$ cat src/rtl/tptl_pkg.sv
package tptl_pkg;

  localparam int PAGE_SLOTS_DEF  = 64;
  localparam int PAGE_TOKENS_DEF = 16;
  localparam int MAX_HOT_RST     = 16;
  localparam int MAX_RES         = 64;

  typedef enum logic [2:0] {
    MODE_ALLOC   = 3'd0,
    MODE_FREE    = 3'd1,
    MODE_ACCESS  = 3'd2,
    MODE_WRITE   = 3'd3,
    MODE_PROMOTE = 3'd4,
    MODE_WARM    = 3'd5,
    MODE_COLD    = 3'd6,
    MODE_CLEAR   = 3'd7
  } mode_e;

  typedef enum logic [1:0] {
    TIER_FREE = 2'd0,
    TIER_HOT  = 2'd1,
    TIER_WARM = 2'd2,
    TIER_COLD = 2'd3
  } tier_e;

  typedef enum logic [1:0] {
    ST_OK      = 2'd0,
    ST_NO_PAGE = 2'd1,
    ST_FULL    = 2'd2,
    ST_NO_HOT  = 2'd3
  } status_e;

  typedef enum logic [2:0] {
    S_IDLE,
    S_EXEC,
    S_SCAN,
    S_PROMO,
    S_EMIT
  } state_e;

  typedef struct packed {
    logic        valid;
    tier_e       tier;
    logic        dirty;
    logic [31:0] stamp;
  } entry_t;

  typedef struct packed {
    logic   wr;
    logic   clr;
    entry_t ent;
  } cell_cmd_t;

  typedef struct packed {
    logic        free_found;
    logic        hot_found;
    logic        hot_dirty;
    logic [31:0] hot_stamp;
  } token_t;

  typedef struct packed {
    logic [5:0]  page_id;
    status_e     status;
    tier_e       tier;
    logic [15:0] span_lo;
    logic [15:0] span_hi;
    logic        hit;
    logic        fault;
    logic        load_request;
    logic        save_request;
    logic        evicted_valid;
    logic [5:0]  evicted_page;
    logic        last;
  } res_t;

endpackage

$ cat src/rtl/tptl_cell.sv
module tptl_cell import tptl_pkg::*; #(
  parameter int AW       = 6,
  parameter int CELL_IDX = 0
) (
  input  logic          clk_i,
  input  logic          rst_ni,
  input  cell_cmd_t     cmd_i,
  input  logic [AW-1:0] wr_idx_i,
  input  token_t        tok_i,
  input  logic [AW-1:0] free_idx_i,
  input  logic [AW-1:0] hot_idx_i,
  output entry_t        ent_o,
  output token_t        tok_o,
  output logic [AW-1:0] free_idx_o,
  output logic [AW-1:0] hot_idx_o
);

  entry_t        ent_q;
  token_t        tok_d, tok_q;
  logic [AW-1:0] free_idx_d, free_idx_q, hot_idx_d, hot_idx_q;

  always_ff @(posedge clk_i or negedge rst_ni) begin
    if (!rst_ni) begin
      ent_q <= '0;
    end else if (cmd_i.clr) begin
      ent_q <= '0;
    end else if (cmd_i.wr && (wr_idx_i == AW'(CELL_IDX))) begin
      ent_q <= cmd_i.ent;
    end
  end

  always_comb begin
    tok_d      = tok_i;
    free_idx_d = free_idx_i;
    hot_idx_d  = hot_idx_i;
    if (!tok_i.free_found && !ent_q.valid) begin
      tok_d.free_found = 1'b1;
      free_idx_d       = AW'(CELL_IDX);
    end
    if (ent_q.valid && (ent_q.tier == TIER_HOT) &&
        (!tok_i.hot_found || (ent_q.stamp < tok_i.hot_stamp))) begin
      tok_d.hot_found = 1'b1;
      tok_d.hot_dirty = ent_q.dirty;
      tok_d.hot_stamp = ent_q.stamp;
      hot_idx_d       = AW'(CELL_IDX);
    end
  end

  always_ff @(posedge clk_i or negedge rst_ni) begin
    if (!rst_ni) begin
      tok_q <= '0;
    end else begin
      tok_q <= tok_d;
    end
  end

  always_ff @(posedge clk_i) begin
    free_idx_q <= free_idx_d;
    hot_idx_q  <= hot_idx_d;
  end

  assign ent_o      = ent_q;
  assign tok_o      = tok_q;
  assign free_idx_o = free_idx_q;
  assign hot_idx_o  = hot_idx_q;

endmodule

$ cat config.mk
export PLATFORM = sky130hd
export DESIGN_NAME = tptl_cell
export DESIGN_NICKNAME = d
export VERILOG_FILES = /design/src/rtl/tptl_pkg.sv /design/src/rtl/tptl_cell.sv
export SDC_FILE = /design/constraint.sdc
export NUM_CORES = 1
export LEC_CHECK = 0
export BUFFER_PORTS_ARGS = -buffer_cell sky130_fd_sc_hd__buf_4
export CELL_PAD_IN_SITES_DETAIL_PLACEMENT = 0
export CELL_PAD_IN_SITES_GLOBAL_PLACEMENT = 1
export CORE_AREA = 2 2 113 115
export CTS_BUF_LIST = sky130_fd_sc_hd__clkbuf_4
export DETAILED_ROUTE_END_ITERATION = 16
export DIE_AREA = 0 0 115 117
export PLACE_DENSITY = 0.83
export SYNTH_ARGS = -nofsm -noshare
export SYNTH_HDL_FRONTEND = slang
export SYNTH_SLANG_ARGS = --single-unit
$ cat constraint.sdc
create_clock -name clk_i -period 2.5 [get_ports clk_i]
set_clock_uncertainty 0.05 [all_clocks]
set_input_delay 0.125 -clock clk_i [delete_from_list [all_inputs] [get_ports clk_i]]
set_output_delay 0.125 -clock clk_i [all_outputs]
set_load 0.01 [all_outputs]
# Word level (Yosys, flattened, before mapping)
# Index checks and enable logic that the tools add are counted.
dict set report op_classes {
  order_cmp 1
  n_eq_ne 1
  mux 4
  n_reduce_logical 10
}
# op n
set op_table {}
lappend op_table {{$mux 36} 2}
lappend op_table {{$mux 34} 1}
lappend op_table {{$lt 32x32->1} 1}
lappend op_table {{$logic_not 6->1} 1}
lappend op_table {{$logic_and 1x1->1} 4}
lappend op_table {{$logic_not 1->1} 3}
lappend op_table {{$eq 2x1->1 const B} 1}
lappend op_table {{$reduce_bool 2->1} 1}
lappend op_table {{$logic_or 1x1->1} 1}
lappend op_table {{$mux 1} 1}
dict set report word_totals {
  regBits 83
  out_inout_bits 83
}

# Logic depth before layout (Yosys ltp)
# Gate-level depths: netlist of run 1.
dict set report depth {
  ltp_word 4
  ltp_mapped 10
  mapped_depth_nobuf 8
}

# Worst setup path after synthesis of run 1
# Ideal clock, no wire load.
dict set report synth_timing {
  kind {flip-flop to flip-flop}
  startpoint {register ent_q (netlist bit ent_o[13])}
  endpoint {register tok_q (netlist bit tok_o[29])}
  setup_ns 0.128
  t_arrival_ns 2.206
  path_slack_ns 0.116
  path_stages_with_launch 10
  cell_sequence {dfrtp_1 > ha_1 > a211oi_1 > nor2_1 > a2111o_1 > a311oi_1 > o21a_2 > buf_6 > buf_8 > mux2_1}
}
# item line_no
set synth_lines {}
lappend synth_lines {{start: declaration} tptl_cell.sv:18} ;# entry_t ent_q;
lappend synth_lines {{start signal: assignment} tptl_cell.sv:28} ;# ent_q <= cmd_i.ent;
lappend synth_lines {{end signal: assignment} tptl_cell.sv:53} ;# tok_q <= tok_d;
lappend synth_lines {{end: declaration} tptl_cell.sv:19} ;# token_t tok_d, tok_q;

==> results.yml, run 1 <==
outcome:
  status: "complete, but fails checks"
  violations: "negative setup slack"
synthesis:
  synthArstFlopShare_pct: 85.5
  synth_seq_cells: 83
  synth_cells: 366
  synthDistinctLibCells: 34
  ys_seq_area_share_pct: 52.8
  syn_area_um2: 3820
  yosys_warnings: 0
  synth-edff-count: 0
  synthFlopType: "dfrtp_1"
  syn_avg_cell_area_um2: 10.4
  synthesis.nets: 490
worst_setup_path:
  start_kind: "flop"
  worstReg2RegStart: "ent_o[12]$_DFFE_PN0P_"
  r2r_slack_ns: -0.03
  crit_start: "ent_o[12]$_DFFE_PN0P_"
  required_ns: 2.81
  worst-setup-path-type: "reg2reg"
  r2r_cells: 9
  cp-end-kind: "flop"
  crit_fanout: 7
  worstPathArrival_ns: 2.84
power_and_ir_drop:
  ir_worst_vdd_mv: 0.235
  power.density_nw_per_um2: 392
  leakage_nw: 3.33
  power_mw: 2.66
min_path:
  hp-start: "cmd_i[36]"
  hp-class: "in2reg"
  hold_path_depth: 2
timing:
  hold_viol: 0
  setup_ws_ns: -0.0310
  whs_ns: 0.0641
  finalCritPeriodShare_pct: 101
  setup_viol: 18
  worstMarginPinSlew_ns: 0.954
  min_period_ns: 2.53
  fmax_mhz: 395
  maxSlewHeadroom_pct: 36.4
  slew_violations: 0
  rsz0062_at_grt: "true"
global_route:
  antenna_found_initial: 0
  grt_pass1_wl_mm: 18.9
  grt_max_degree: 72
  grt_pass1_vias: 3810
  gr-total-overflow: 0
  grtUsageTotal_pct: 18.4
drt:
  vias: 3769
  post_drt_wl_per_cell_um: 15.8
  first_pass_iters: 4
  wl_mm: 12.8
  post_drt_via_cell_ratio: 4.66
  drc: 0
  ant_nets: 0
  drt_iter0_drc: 162
die:
  initial_utilization_pct: 31.0
  fp.dieH_um: 117
  core_area_um2: 12300
  die_w_um: 115
  dieArea_um2: 13500
  num_io_pins: 176
  rows: 41
cts:
  cts.sinks: 83
  clkTransAtPathRegs_ns: 0.14
  cts-root-buf: "clkbuf_4"
  h-tree-depth: 3
  cts_buffers: 9
  cts_tree: "built"
  cts_buffer_depth: 2
  clk_latency_ns: 0.46
final_layout:
  fin_area_um2: 6770
  fin_nets: 777
  drive_gt1_share_pct: 41.5
  fillers: 1068
  n_antenna_cell: 0
  syn_to_final_growth_pct: 77.2
place:
  globalplace.congestion: 0.775
  hpwlAfterDp_mm: 7.88
  placed_area_um2: 5360
  io_buffers: 175
flow_run:
  max-cap-violations: 0
[final timing paths]
check | end
min | ent_o[35]$_DFFE_PN0P_
min in group asynchronous | tok_o[32]$_DFF_PN0_
max in group asynchronous | ent_o[13]$_DFFE_PN0P_
min reg2reg | tok_o[34]$_DFF_PN0_
max reg2reg | tok_o[6]$_DFF_PN0_
max | tok_o[6]$_DFF_PN0_
[cell usage after synthesis, types with 3 or more instances]
library cell	instances	area, µm²
nor2b_1	12	75.1
nor2_1	3	11.3
dfxtp_1	12	240
a21o_1	4	30.0
dfrtp_1	71	1780
a21oi_1	45	225
ha_1	31	388
mux2_1	4	45.0
nand3_1	5	25.0
inv_1	31	116
nand4_1	7	43.8
mux2_2	29	327
clkbuf_1	10	37.5
nand2b_1	3	18.8
nand2_1	75	282
[final cells by class]
type	count	area [µm²]	area share [%]
Clock buffer	12	90.1	1.33
Inverter	31	116	1.72
Sequential cell	83	2020	29.8
Multi-Input combinational cell	237	1830	27.1
Tap cell	150	188	2.77
Clock inverter	4	43.8	0.646
Timing Repair Buffer	291	2480	36.7
[placed cells by master (no fill, tap or decap), types with 3 or more instances in the layout]
cell	Yosys	final
buf_4	2	200
dlygate4sd3_1	0	84
nand2_1	75	75
dfrtp_1	71	71
a21oi_1	45	43
inv_1	31	31
ha_1	31	23
mux2_4	0	19
mux2_2	29	13
nor2b_1	12	12
clkbuf_4	0	12
dfxtp_1	12	12
ha_4	0	8
nand4_1	7	7
nand3_1	5	5
a21o_1	4	4
nand2b_1	3	3
[timing repair]
item	in CTS	in global routing
setup buffers	13	5
cloned	2	1
hold buffers	84	0
setup endpoints to repair	33	39
hold endpoints to repair	154	0
pin swaps	5	8
gates resized for setup	20	23
[report_power, final]
group / internal (mW) / switching (mW)
logic: 0.285 / 0.174
registers: 1.38 / 0.0161
clock network: 0.333 / 0.468
total: 2.00 / 0.658
[metrics by stage]
step           setup WS (ns)  std cells  util [%]  setup TNS [ns]
3_3_place_gp          -0.116        688      43.5           -3.59
3_5_place_dp          -0.142        688      43.5           -3.95
5_1_grt               -0.107        808      55.0           -1.92
4_1_cts              -0.0484        803      53.7          -0.615
2_1_floorplan          0.116        366         -               0
6_report             -0.0310        808      55.0          -0.192
[cell families after synthesis]
group	synth area share, %
adders and majority gates	10.1
DFF	52.8
muxes	9.72
AOI/OAI and AO/OA	9.00
buffers and inverters	5.20
and+or+nand+nor	13.2
[per-layer routing]
metal | vias up | global-route usage (%) | part of all wire, %
met5 | - | 0 | 0
met4 | 0 | 7.71 | 2.1
met3 | 20 | 3.60 | 4.8
met2 | 130 | 33.5 | 52
met1 | 1806 | 21.3 | 41
li1 | 1813 | - | -
[sequential cells by signal, indices dropped and copies added, names as in the netlist]
register and flops:
free_idx_o 6, tok_o 35, ent_o 36, hot_idx_o 6
[critical path, cell delays in order, from the launching register on]
cell      delay, ns
dfrtp_1        0.42
ha_1           0.28
nand4_1        0.15
nor2_2         0.07
a2111o_1       0.38
a311oi_2       0.29
o21a_4         0.21
buf_6          0.13
buf_12         0.13
mux2_2         0.34
Power figures use the tool's default switching activity.
==> run 2: changes to the inputs <==
==> constraint.sdc (replaced) <==
create_clock -name clk_i -period 2.5 [get_ports clk_i]
set_clock_uncertainty 0.05 [all_clocks]
set_input_delay 0.5 -clock clk_i [delete_from_list [all_inputs] [get_ports clk_i]]
set_output_delay 0.5 -clock clk_i [all_outputs]
set_load 0.01 [all_outputs]
==> results.yml, run 2 (synthesis results as in run 1) <==
cts:
  clk_latency_ns: 0.42
  cts_tree: "built"
  clkTransAtPathRegs_ns: 0.13
  h-tree-depth: 3
  cts_buffer_depth: 2
  cts.sinks: 83
  cts_buffers: 9
  cts-root-buf: "clkbuf_4"
final_layout:
  final_cells: 735
  layout_common_cells: "buf_4, nand2_1, dfrtp_1"
  final_util_pct: 47.9
  fin_nets: 704
  fillers: 1173
  fin_area_um2: 5900
  largest_reg_flops: 36
  final_common_cell: "buf_4"
  n_antenna_cell: 0
  drive_gt1_share_pct: 47.2
  syn_to_final_growth_pct: 54.4
global_route:
  grtUsageTotal_pct: 16.2
  antenna_found_initial: 0
  grt_pass1_wl_mm: 17.0
  grt_pass1_vias: 3402
  grt.met2_usage_pct: 27.9
  grtUsageMet1_pct: 20.1
  busiest_layer: "met2"
  gr-total-overflow: 0
  grt_max_degree: 42
  gr-usage-met3_pct: 3.19
timing:
  setup_viol: 0
  maxSlewHeadroom_pct: 70.3
  min_period_ns: 2.49
  slew_violations: 0
  setup_tns_ns: 0
  whs_ns: 0.224
  fmax_mhz: 402
  worstMarginPinSlew_ns: 0.446
  finalCritPeriodShare_pct: 99.5
  hold_viol: 0
  setup_ws_ns: 0.0123
  rsz0062_at_grt: "true"
worst_setup_path:
  cp-end-kind: "flop"
  r2r_slack_ns: 0.01
  worstReg2RegStart: "ent_o[25]$_DFFE_PN0P_"
  required_ns: 2.76
  worstPathArrival_ns: 2.75
  start_kind: "flop"
  r2r-end: "tok_o[16]$_DFF_PN0_"
  crit_fanout: 9
  r2r_cells: 8
  worst-setup-path-type: "reg2reg"
power_and_ir_drop:
  leakage_nw: 2.97
  power_mw: 2.52
  ir_worst_vdd_mv: 0.181
  power.density_nw_per_um2: 428
flow_run:
  max-cap-violations: 0
die:
  dieArea_um2: 13500
  fp.dieH_um: 117
  rows: 41
  die_w_um: 115
  num_io_pins: 176
  core_area_um2: 12300
  initial_utilization_pct: 31.0
min_path:
  hold_path_depth: 2
  min_to: "hot_idx_o[3]$_SDFF_PP0_"
  hp-class: "in2reg"
  hp-start: "hot_idx_i[3]"
drt:
  drt_iter0_drc: 127
  drc: 0
  wl_mm: 11.2
  first_pass_iters: 6
  post_drt_via_cell_ratio: 4.62
  post_drt_wl_per_cell_um: 15.2
  vias: 3398
  ant_nets: 0
outcome:
  status: "finished clean"
place:
  dp_cells: 702
  io_buffers: 175
  post-place-ws_ns: -0.430
  globalplace.congestion: 0.800
  hpwlAfterDp_mm: 8.03
  placed_area_um2: 5490
run 2: cell types whose count changed in the layout (fill, tap and decap cells not counted), moves of 3 or more:
cell,change
dlygate4sd3_1,-83
mux2_4,-19
mux2_2,+16
buf_4,+12
mux2_1,+3
run 2: worst max-delay path, stage by stage, from the launching register on:
cell and delay [ns]:
dfrtp_1 0.42, ha_1 0.30, nand4_1 0.14, nor3_2 0.07, a221o_1 0.35, o31ai_4 0.21
o21a_2 0.22, bufbuf_16 0.28, mux2_2 0.34
run 2: cell type report:
type	count	area (µm²)	area share [%]
Inverter	31	116	1.97
Clock buffer	12	90.1	1.53
Clock inverter	4	42.5	0.721
Multi-Input combinational cell	237	1740	29.4
Sequential cell	83	2020	34.2
Timing Repair Buffer	218	1710	29.0
Tap cell	150	188	3.18
run 2: timing repair:
action / 4_1_cts / 5_1_grt
endpoints found under the setup margin: 33 / 33
cloned: 1 / 0
pin swaps: 0 / 3
setup buffers: 7 / 8
hold buffers: 1 / 0
resized for setup: 7 / 9
hold endpoints to repair: 30 / 0
run 2: worst max-delay path by stage:
stage / startpoint / endpoint / slack [ns]
floorplan: tok_i[13] / tok_o[29]$_DFF_PN0_ / 0.01
global route: ent_o[28]$_DFFE_PN0P_ / tok_o[16]$_DFF_PN0_ / -0.08
CTS: ent_o[17]$_DFFE_PN0P_ / tok_o[16]$_DFF_PN0_ / -0.02
global placement: tok_i[17] / tok_o[24]$_DFF_PN0_ / -0.38
detailed placement: tok_i[17] / tok_o[24]$_DFF_PN0_ / -0.43
finish: ent_o[25]$_DFFE_PN0P_ / tok_o[16]$_DFF_PN0_ / 0.01
run 2: metal layers:
metal,vias to the layer above,share of wire (%)
met4,0,1.7
met2,108,51
li1,1655,-
met5,-,0
met3,14,5.8
met1,1621,42
run 2: report_power, final:
part | internal, mW | switching, mW
Clock | 0.332 | 0.449
Combinational | 0.201 | 0.148
Sequential | 1.38 | 0.0146
